## src/hdl/h2r_pkg.sv

```systemverilog
// shared types and constants for the hsv to rgb converter
`default_nettype none

package h2r_pkg;

  // hue in sixteenths of a degree
  localparam int HUE_W = 13;

  // one 60-degree sector spans 960 hue units
  localparam int SECTOR_UNITS = 960;
  localparam int FRAC_W = 10;
  localparam int SECTOR_COUNT = 6;
  localparam int SECTOR_IDX_W = 4;   // raw sector number 0..8 before the wrap

  // 960 = 64 * 15: shift first, then divide by the odd part
  localparam int UNITS_SHIFT = 6;
  localparam int UNITS_ODD = 15;

  // color wheel sectors, named by the hues they span
  typedef enum logic [2:0] {
    SEC_RED_YEL = 3'd0,
    SEC_YEL_GRN = 3'd1,
    SEC_GRN_CYN = 3'd2,
    SEC_CYN_BLU = 3'd3,
    SEC_BLU_MAG = 3'd4,
    SEC_MAG_RED = 3'd5
  } sector_t;

endpackage

`default_nettype wire

```

## src/hdl/h2r_sector.sv

```systemverilog
// hue split into wheel sector and position within the sector
`default_nettype none

module h2r_sector
  import h2r_pkg::*;
(
  input  wire logic [HUE_W-1:0]  hue,
  output sector_t                sector,
  output logic      [FRAC_W-1:0] frac
);

  logic [SECTOR_IDX_W-1:0] idx;
  logic [HUE_W-1:0]        base;
  logic [HUE_W-1:0]        diff;

  // count the sector boundaries at or below the hue
  always_comb begin
    idx = '0;
    for (int j = 1; j <= 8; j++) begin
      if (hue >= HUE_W'(j * SECTOR_UNITS)) begin
        idx = idx + SECTOR_IDX_W'(1);
      end
    end
  end

  assign base = HUE_W'(idx) * HUE_W'(SECTOR_UNITS);
  assign diff = hue - base;
  assign frac = diff[FRAC_W-1:0];

  // hues past a full turn wrap back to the first sectors
  always_comb begin
    if (idx >= SECTOR_IDX_W'(SECTOR_COUNT)) begin
      sector = sector_t'(3'(idx - SECTOR_IDX_W'(SECTOR_COUNT)));
    end else begin
      sector = sector_t'(3'(idx));
    end
  end

endmodule

`default_nettype wire

```

## src/hdl/h2r_divc.sv

```systemverilog
// exact floor division by a constant through a rounded-up reciprocal
`default_nettype none

module h2r_divc #(
  parameter int IN_W  = 16,
  parameter int OUT_W = 8,
  parameter int DIV   = 255
) (
  input  wire logic [IN_W-1:0]  dividend,
  output logic      [OUT_W-1:0] quot
);

  // with K = IN_W + ceil(log2 DIV) the rounded-up reciprocal is exact
  localparam int DW = $clog2(DIV);
  localparam int K  = IN_W + DW;
  localparam longint unsigned RECIP_L = ((64'd1 << K) + 64'(DIV) - 64'd1) / 64'(DIV);
  localparam logic [IN_W:0] RECIP = RECIP_L[IN_W:0];

  logic [2*IN_W:0] prod;

  assign prod = (2*IN_W+1)'(dividend) * (2*IN_W+1)'(RECIP);
  assign quot = OUT_W'(prod >> K);

endmodule

`default_nettype wire

```

## src/hdl/h2r_route.sv

```systemverilog
// steers v, p, q and t onto red, green and blue by sector
`default_nettype none

module h2r_route
  import h2r_pkg::*;
#(
  parameter int COLOR_BITS = 8
) (
  input  wire sector_t                 sector,
  input  wire logic [COLOR_BITS-1:0]   v,
  input  wire logic [COLOR_BITS-1:0]   p,
  input  wire logic [COLOR_BITS-1:0]   q,
  input  wire logic [COLOR_BITS-1:0]   t,
  output logic      [COLOR_BITS-1:0]   red,
  output logic      [COLOR_BITS-1:0]   green,
  output logic      [COLOR_BITS-1:0]   blue
);

  always_comb begin
    unique case (sector)
      SEC_RED_YEL: begin red = v; green = t; blue = p; end
      SEC_YEL_GRN: begin red = q; green = v; blue = p; end
      SEC_GRN_CYN: begin red = p; green = v; blue = t; end
      SEC_CYN_BLU: begin red = p; green = q; blue = v; end
      SEC_BLU_MAG: begin red = t; green = p; blue = v; end
      default:     begin red = v; green = p; blue = q; end
    endcase
  end

endmodule

`default_nettype wire

```

## src/hdl/hsv_to_rgb_converter_top.sv

```systemverilog
// hsv to rgb converter, five-stage pipeline, one pixel per clock while out_ready is high
//
// usage
//   input item: in_hue (1/16 degree, 0..5759), in_saturation and in_brightness
//   (full scale 2^COLOR_BITS-1 means 1.0), taken when in_valid and in_ready.
//   result item: out_red, out_green, out_blue, taken when out_valid and out_ready.
//   components are truncated toward zero; hue beyond 5759 wraps its sector.
// timing
//   five register stages, the last one being the output register; a result is
//   valid once its item has reached the output register. throughput is one
//   item per cycle while out_ready is high; every stage holds its own valid bit.
// stalls
//   each stage advances when it is empty or the stage after it advances, so
//   bubbles are squeezed out and in_ready stays high while any stage is free.
//   with out_ready low the pipeline fills, then in_ready drops; nothing is
//   lost or repeated.
// reset
//   synchronous, active low rst_n clears all valid bits; payload is not reset.
`default_nettype none

module hsv_to_rgb_converter_top
  import h2r_pkg::*;
#(
  parameter int COLOR_BITS = 8
) (
  input  wire logic                  clk,
  input  wire logic                  rst_n,
  input  wire logic                  in_valid,
  output logic                       in_ready,
  input  wire logic [HUE_W-1:0]      in_hue,
  input  wire logic [COLOR_BITS-1:0] in_saturation,
  input  wire logic [COLOR_BITS-1:0] in_brightness,
  output logic                       out_valid,
  input  wire logic                  out_ready,
  output logic      [COLOR_BITS-1:0] out_red,
  output logic      [COLOR_BITS-1:0] out_green,
  output logic      [COLOR_BITS-1:0] out_blue
);

  localparam int NSTAGE = 5;
  localparam int CB     = COLOR_BITS;
  localparam int CMAX   = (1 << COLOR_BITS) - 1;
  localparam int CFULL  = CMAX * SECTOR_UNITS;    // full scale times one sector
  localparam int PW     = CB + FRAC_W;            // s*f products and CFULL
  localparam int NW     = 2 * CB + FRAC_W;        // v * (CFULL - s*f)
  localparam int XW     = NW - UNITS_SHIFT;       // after the shift by 64
  localparam int YW     = 2 * CB;                 // numerators over full scale

  // stage valid bits and per-stage advance
  logic [NSTAGE-1:0] v_r;
  logic [NSTAGE-1:0] v_nxt;
  logic [NSTAGE-1:0] en;

  always_comb begin
    en[NSTAGE-1] = !v_r[NSTAGE-1] || out_ready;
    for (int i = NSTAGE - 2; i >= 0; i--) begin
      en[i] = !v_r[i] || en[i+1];
    end
  end

  always_comb begin
    v_nxt = v_r;
    if (en[0]) begin
      v_nxt[0] = in_valid;
    end
    for (int i = 1; i < NSTAGE; i++) begin
      if (en[i]) begin
        v_nxt[i] = v_r[i-1];
      end
    end
  end

  always_ff @(posedge clk) begin
    if (!rst_n) begin
      v_r <= '0;
    end else begin
      v_r <= v_nxt;
    end
  end

  assign in_ready  = en[0];
  assign out_valid = v_r[NSTAGE-1];

  // stage 1: sector and fraction
  sector_t           sec_c;
  logic [FRAC_W-1:0] frac_c;

  h2r_sector u_sector (
    .hue    (in_hue),
    .sector (sec_c),
    .frac   (frac_c)
  );

  sector_t           sec1_r;
  logic [FRAC_W-1:0] frac1_r;
  logic [CB-1:0]     sat1_r;
  logic [CB-1:0]     val1_r;

  always_ff @(posedge clk) begin
    if (en[0]) begin
      sec1_r  <= sec_c;
      frac1_r <= frac_c;
      sat1_r  <= in_saturation;
      val1_r  <= in_brightness;
    end
  end

  // stage 2: s*f, s*(1-f) and v*(1-s) numerators
  logic [FRAC_W-1:0] rfrac;
  sector_t           sec2_r;
  logic [CB-1:0]     val2_r;
  logic [PW-1:0]     sf2_r;
  logic [PW-1:0]     sg2_r;
  logic [YW-1:0]     pn2_r;

  assign rfrac = FRAC_W'(SECTOR_UNITS) - frac1_r;

  always_ff @(posedge clk) begin
    if (en[1]) begin
      sec2_r <= sec1_r;
      val2_r <= val1_r;
      sf2_r  <= PW'(sat1_r) * PW'(frac1_r);
      sg2_r  <= PW'(sat1_r) * PW'(rfrac);
      pn2_r  <= YW'(val1_r) * YW'(CB'(CMAX) - sat1_r);
    end
  end

  // stage 3: v * (full - s*f) and v * (full - s*(1-f))
  sector_t       sec3_r;
  logic [CB-1:0] val3_r;
  logic [NW-1:0] nq3_r;
  logic [NW-1:0] nt3_r;
  logic [YW-1:0] pn3_r;

  always_ff @(posedge clk) begin
    if (en[2]) begin
      sec3_r <= sec2_r;
      val3_r <= val2_r;
      nq3_r  <= NW'(val2_r) * NW'(PW'(CFULL) - sf2_r);
      nt3_r  <= NW'(val2_r) * NW'(PW'(CFULL) - sg2_r);
      pn3_r  <= pn2_r;
    end
  end

  // stage 4: divide by one sector (shift by 64, then by 15)
  logic [YW-1:0] yq_c;
  logic [YW-1:0] yt_c;

  h2r_divc #(.IN_W(XW), .OUT_W(YW), .DIV(UNITS_ODD)) u_div_q (
    .dividend (nq3_r[NW-1:UNITS_SHIFT]),
    .quot     (yq_c)
  );

  h2r_divc #(.IN_W(XW), .OUT_W(YW), .DIV(UNITS_ODD)) u_div_t (
    .dividend (nt3_r[NW-1:UNITS_SHIFT]),
    .quot     (yt_c)
  );

  sector_t       sec4_r;
  logic [CB-1:0] val4_r;
  logic [YW-1:0] yq4_r;
  logic [YW-1:0] yt4_r;
  logic [YW-1:0] pn4_r;

  always_ff @(posedge clk) begin
    if (en[3]) begin
      sec4_r <= sec3_r;
      val4_r <= val3_r;
      yq4_r  <= yq_c;
      yt4_r  <= yt_c;
      pn4_r  <= pn3_r;
    end
  end

  // stage 5: divide by full scale, route, output register
  logic [CB-1:0] p_c;
  logic [CB-1:0] q_c;
  logic [CB-1:0] t_c;
  logic [CB-1:0] red_c;
  logic [CB-1:0] green_c;
  logic [CB-1:0] blue_c;

  h2r_divc #(.IN_W(YW), .OUT_W(CB), .DIV(CMAX)) u_div_p (
    .dividend (pn4_r),
    .quot     (p_c)
  );

  h2r_divc #(.IN_W(YW), .OUT_W(CB), .DIV(CMAX)) u_div_q2 (
    .dividend (yq4_r),
    .quot     (q_c)
  );

  h2r_divc #(.IN_W(YW), .OUT_W(CB), .DIV(CMAX)) u_div_t2 (
    .dividend (yt4_r),
    .quot     (t_c)
  );

  h2r_route #(.COLOR_BITS(COLOR_BITS)) u_route (
    .sector (sec4_r),
    .v      (val4_r),
    .p      (p_c),
    .q      (q_c),
    .t      (t_c),
    .red    (red_c),
    .green  (green_c),
    .blue   (blue_c)
  );

  logic [CB-1:0] red_r;
  logic [CB-1:0] green_r;
  logic [CB-1:0] blue_r;

  always_ff @(posedge clk) begin
    if (en[4]) begin
      red_r   <= red_c;
      green_r <= green_c;
      blue_r  <= blue_c;
    end
  end

  assign out_red   = red_r;
  assign out_green = green_r;
  assign out_blue  = blue_r;

endmodule

`default_nettype wire

```

## config.mk

```make
export PLATFORM = sky130hd
export DESIGN_NAME = hsv_to_rgb_converter_top
export DESIGN_NICKNAME = d
export VERILOG_FILES = /design/src/hdl/h2r_pkg.sv /design/src/hdl/h2r_sector.sv /design/src/hdl/h2r_divc.sv /design/src/hdl/h2r_route.sv /design/src/hdl/hsv_to_rgb_converter_top.sv
export SDC_FILE = /design/constraint.sdc
export NUM_CORES = 2
export LEC_CHECK = 0
export ABC_AREA = 1
export ABC_CLOCK_PERIOD_IN_PS = 20000
export BUFFER_PORTS_ARGS = -buffer_cell sky130_fd_sc_hd__buf_2
export CAP_MARGIN = 25
export CORE_UTILIZATION = 60
export CTS_BUF_LIST = sky130_fd_sc_hd__clkbuf_8 sky130_fd_sc_hd__clkbuf_16
export DETAILED_ROUTE_END_ITERATION = 10
export PLACE_DENSITY = 0.73
export SYNTH_ARGS = -nofsm -noshare
export SYNTH_HDL_FRONTEND = slang
export SYNTH_HIERARCHICAL = 1
export SYNTH_SLANG_ARGS = --single-unit
```

## constraint.sdc

```tcl
create_clock -name clk -period 20 [get_ports clk]
set_input_delay 4 -clock clk [delete_from_list [all_inputs] [get_ports clk]]
set_output_delay 4 -clock clk [all_outputs]
set_load 0.01 [all_outputs]
```

* Word level (Yosys, flattened, before mapping)
Cells that the tools add are included.
** Word-level totals
- Output and inout bits :: 26
- Input port bits :: 33
- Flip-flop bits (word level) :: 259
- Word-level logic and storage cells :: 91
** Operators by class
- Mux-type cells :: 12
- Reduce and logical (&&, ||, !) cells :: 15
- Multiply operators :: 11
- $lt $le $gt $ge :: 9
- Add/subtract/negate cells :: 13
- Equal/unequal tests :: 4
** Operator list (count)
- $mul 16x16->31 const B :: 3
- $mul 20x20->39 const B :: 2
- $pmux 8 s3 :: 3
- $ge 13x13->1 const B :: 4
- $mul 9x19->26 :: 2
- $sub 18x18->19 const A :: 2
- $mul 8x10->18 :: 2
- $mux 4 :: 7
- $ge 13x12->1 const B :: 2
- $add 4x1->4 const B :: 6
- $mul 9x9->16 :: 1
- $ge 13x10->1 const B :: 1
- $ge 13x11->1 const B :: 1
- $sub 10x10->10 :: 1
- $sub 10x10->10 const A :: 1
- $sub 8x8->9 const A :: 1
- $reduce_or 2->1 :: 4
- $eq 3x2->1 const B :: 2
- $logic_not 1->1 :: 5
- $logic_or 1x1->1 :: 5
- $ge 4x3->1 const B :: 1
- $mul 4x1->4 const B :: 1
- $eq 3x1->1 const B :: 1
- $eq 3x3->1 const B :: 1
- 5 further kinds :: 5

* Depth between registers and ports, before layout
- Word-level depth :: 18
- Depth in mapped cells :: 38
- Gate-level depth less buffers :: 38

* By module
The synthesis kept the hierarchy.
** By module, submodules not included
- hsv_to_rgb_converter_top :: seq. area each 7337.0 um2, area an instance 26626.8 um2, times used 1, cells each 3008
- h2r_divc at u_div_q ... :: seq. area each 0.0 um2, area an instance 4269.1 um2, times used 2, cells each 611
- h2r_divc at u_div_p ... :: seq. area each 0.0 um2, area an instance 1699.1 um2, times used 3, cells each 258
- h2r_sector :: seq. area each 0.0 um2, area an instance 1093.5 um2, times used 1, cells each 196
- h2r_route :: seq. area each 0.0 um2, area an instance 897.1 um2, times used 1, cells each 201

* Worst setup path before layout
No wires, ideal clock.
- Path type :: input to output
- From :: input port out_ready
- To :: output port in_ready
- Path slack :: 7.717 ns
- Stages :: 8
- Arrival :: 8.283 ns
- Path buffers :: 0
- Data required time :: 16.000 ns
- Cell sequence :: nor2_1 -> inv_1 -> nor2_1 -> inv_1 -> nor2_1 -> inv_1 -> nor2_1 -> nand2_1
** On the way
- Longest elaborated chain between the ends :: 5
** RTL lines
- start: declaration :: line hsv_to_rgb_converter_top.sv:34 : input wire logic out_ready,
- $logic_or 1x1->1 :: line hsv_to_rgb_converter_top.sv:55 : en[NSTAGE-1] = !v_r[NSTAGE-1] || out_ready;
- via en[4] :: line hsv_to_rgb_converter_top.sv:52 : logic [NSTAGE-1:0] en;
- $logic_or 1x1->1 :: line hsv_to_rgb_converter_top.sv:57 : en[i] = !v_r[i] || en[i+1];
- via en[3] :: line hsv_to_rgb_converter_top.sv:52
- $logic_or 1x1->1 :: line hsv_to_rgb_converter_top.sv:57
- via en[2] :: line hsv_to_rgb_converter_top.sv:52
- $logic_or 1x1->1 (2 in series) :: line hsv_to_rgb_converter_top.sv:57
- end: declaration :: line hsv_to_rgb_converter_top.sv:29 : output logic in_ready,
The timed path passes the listed nets, and every way through them passes these cells.

* Worst setup path in the final report
Ends and elaborated chain as after synthesis.

==> results.yml <==
synth:
  synth_fp_nets: 6546
  synthesis.instances: 5401
  synth-edff-count: 241
  synth_compound_area_share_pct: 5.534
  synth.top_cell.area_share_pct: 20.37
  synth.distinct_cells: 54
  synthArstFlopShare_pct: 0
  yosys.area_share.adder_pct: 40.57
  yosys.area_share.simple_pct: 23.04
  yosysTopAreaCell: "sky130_fd_sc_hd__fa_1"
  main_combinational_cell_family_by_area_after_synthesis: "adder cells"
  synth.cells.most_frequent: "sky130_fd_sc_hd__nand2_1 (1,216), sky130_fd_sc_hd__inv_1 (1,120), sky130_fd_sc_hd__ha_1 (682), sky130_fd_sc_hd__nor2_1 (547), sky130_fd_sc_hd__fa_1 (430)"
  post_synth_instance_area_sq_um: 42250
  yosys-top-cells-area: "sky130_fd_sc_hd__fa_1 (20%), sky130_fd_sc_hd__ha_1 (20%), sky130_fd_sc_hd__edfxtp_1 (17%)"
  post_synthesis_xor_xnor_area_fraction_pct: 2.573
  postSynthRegisterBits: 246
  yosys.cell_count.top_type: "sky130_fd_sc_hd__nand2_1"
  synth_sequential_area_ratio_pct: 17.36
  synthesis.yosys.warnings: 6
  prevailing_post_synth_register_cell: "sky130_fd_sc_hd__edfxtp_1"
  syn_area_per_cell_sq_um: 7.823
  synth.mux.area_fraction_pct: 0
timing:
  setup_viol: 0
  slew_viol_final: 0
  hold_viol: 0
  worst_slew_pin_slew_ns: 1.026
  highest_clock_rate_mhz: 100.6
  aggregate_negative_setup_slack_ns: 0
  skew_ns: 0.01802
  period_minus_slack_ns: 9.939
  grt_setup_unrepaired: "no"
  slew_headroom_pct: 31.59
  finalCritPeriodShare_pct: 49.70
floorplanning:
  io_pins: 59
  design.die.area_sq_um: 71490
  core_area_sq_um: 69190
  die-height_um: 267.4
  fp.dieW_um: 267.4
  core.rowCount: 96
  start_util_pct: 61.07
min_path:
  hp-class: "reg -> reg"
worst_setup_path:
  worstReg2RegStart: "sf2_r[0]"
  crit_fanout: 69
  critPathCapture: "in_ready"
  cp_capture_type: "output pin"
  r2r_setup_slack_ns: 13.96
  ff2ff_path_depth: 26
  critical_path.reg2reg.endpoint: "nt3_r[25]"
  crit_arrival_ns: 5.94
  setup.worst_path.class: "in -> out"
  worst_ep_required_time_ns: 16.00
  cp-start-kind: "primary input"
  critical_path.startpoint: "out_ready"
cts:
  cts-hold-fix-buffers: 0
  post_cts_buffers: 0
  h-tree-depth: 1
  clockBufferDepth: 3
  clock_tree.root_cell: "sky130_fd_sc_hd__clkbuf_16"
  tritoncts_buffer_count: 30
  post_cts_resize_count: 0
  clock_sink_count: 246
  cts_tree: "built"
  path_clk_slew_ns: 0.06
  worst_skew_late_latency_ns: 0.61
job:
  cap_violations: 0
route:
  avgViaCountPerCell: 5.368
  finalWirelength_mm: 98.21
  detail_route.first_pass.iterations: 7
  remaining_drc_errors: 0
  routedWlPerCell_um: 15.38
  dr_total_vias: 34272
  dr.first_iter.drc_count: 2293
  antenna_left: 0
final_layout:
  insertedDiodeCount: 0
  design_area_sq_um: 44560
  area_growth_pct: 5.460
  final_layout_size_suffix_gt1_share_pct: 4.896
  layout.nets: 6575
placed_design:
  dp.final_hpwl_mm: 83.33
  placed_cell_area_sq_um: 43490
  io_buffers: 58
  gp_routability_congestion: 0.9802
global_routing:
  first_global_vias: 34418
  grt_remaining_overflow: 0
  grt_util_all_layers_pct: 28.33
  antenna_found_initial: 0
  largest_net_degree_at_the_start_of_global_routing: 70
  grt_first_pass_wirelength_mm: 164.6
outcome:
  run_status: "finished, final reports clean"
-- stage by stage --
step	hold slack, ns	util [%]	cells	worst slack (ns)
2_1_floorplan	0.4003	-	5401	7.717
3_3_place_gp	0.4014	62.80	6327	9.254
3_5_place_dp	0.4045	62.87	6329	9.723
4_1_cts	0.4125	64.41	6384	10.02
5_1_grt	0.4189	64.41	6384	9.809
6_report	0.4123	64.41	6384	10.06
-- final cells by class --
cell class / count / area (sq um)
multi-input combinational: 3943 / 30300
fill: 6167 / 24630
sequential: 246 / 7337
inverter: 1138 / 4272
tap: 931 / 1165
clock buffer: 31 / 764.5
timing repair buffer: 71 / 420.4
clock inverter: 24 / 301.5
-- cells in the final DEF (no fill, tap or decap), types with 10 or more instances in the layout --
master and instances:
sky130_fd_sc_hd__nand2_1 1216, sky130_fd_sc_hd__inv_1 1119, sky130_fd_sc_hd__ha_1 682, sky130_fd_sc_hd__nor2_1 547
sky130_fd_sc_hd__fa_1 430, sky130_fd_sc_hd__nand3_1 288, sky130_fd_sc_hd__edfxtp_1 241, sky130_fd_sc_hd__a21oi_1 208
sky130_fd_sc_hd__o21ai_0 105, sky130_fd_sc_hd__xor2_1 84, sky130_fd_sc_hd__buf_2 58, sky130_fd_sc_hd__nand4_1 55
sky130_fd_sc_hd__nand2_2 51, sky130_fd_sc_hd__nor3_1 48, sky130_fd_sc_hd__clkbuf_16 30, sky130_fd_sc_hd__xnor2_1 29
sky130_fd_sc_hd__o21bai_1 22, sky130_fd_sc_hd__a21o_1 19, sky130_fd_sc_hd__o21a_1 17, sky130_fd_sc_hd__inv_2 16
sky130_fd_sc_hd__nand3_2 14, sky130_fd_sc_hd__o21ai_1 13, sky130_fd_sc_hd__or2_2 12, sky130_fd_sc_hd__nor2_4 12
sky130_fd_sc_hd__a21boi_0 11, sky130_fd_sc_hd__buf_4 11, sky130_fd_sc_hd__nor2_2 10
-- routing by layer --
layer	share of wire, %	GRT usage (%)	wire (um)	vias to the layer above
met5	0	0	0	-
met4	2.3	6.974	2248	0
met3	5.1	3.053	4967	147
met2	48	49.99	47440	858
met1	44	37.01	43550	16241
li1	-	-	-	17026
-- worst min-delay path by stage --
stage | from | to | slack (ns) | cells after the start
after CTS | sec3_r[1] | sec4_r[1] | 0.41 | 0
after detailed placement | pn2_r[15] | pn3_r[15] | 0.40 | 0
after global routing | pn3_r[8] | pn4_r[8] | 0.42 | 0
after global placement | pn3_r[1] | pn4_r[1] | 0.40 | 0
after floorplan | pn2_r[0] | pn3_r[0] | 0.40 | 0
final | sec3_r[1] | sec4_r[1] | 0.41 | 0
-- state kept, by name, summed over array words and instances (netlist names), 16 cells and up --
| register | cells |
|---|---|
| nq3_r | 20 |
| nt3_r | 20 |
| sf2_r | 18 |
| sg2_r | 17 |
| pn2_r | 16 |
| pn3_r | 16 |
| pn4_r | 16 |
| yq4_r | 16 |
| yt4_r | 16 |
-- worst max-delay path, stage by stage --
cell	delay (ns)
sky130_fd_sc_hd__buf_2	0.07
sky130_fd_sc_hd__nor2_1	0.03
sky130_fd_sc_hd__inv_1	0.11
sky130_fd_sc_hd__nor2_1	0.07
sky130_fd_sc_hd__inv_2	0.05
sky130_fd_sc_hd__nor2_1	0.04
sky130_fd_sc_hd__inv_2	0.04
sky130_fd_sc_hd__buf_4	0.62
sky130_fd_sc_hd__nor2_1	0.18
sky130_fd_sc_hd__nand2_1	0.11
sky130_fd_sc_hd__buf_4	0.35
sky130_fd_sc_hd__buf_2	0.21
-- logic make-up after synthesis --
logic type / Yosys count
XOR/XNOR: 119
AO/OA/AOI/OAI: 419
flip-flops: 246
AND/OR/NAND/NOR: 2293
adder cells (fa/ha/maj): 1112
buffers and inverters: 1212
Power is not shown: default switching activity piles up to over one toggle a cycle in this logic, so the estimate is an artifact.
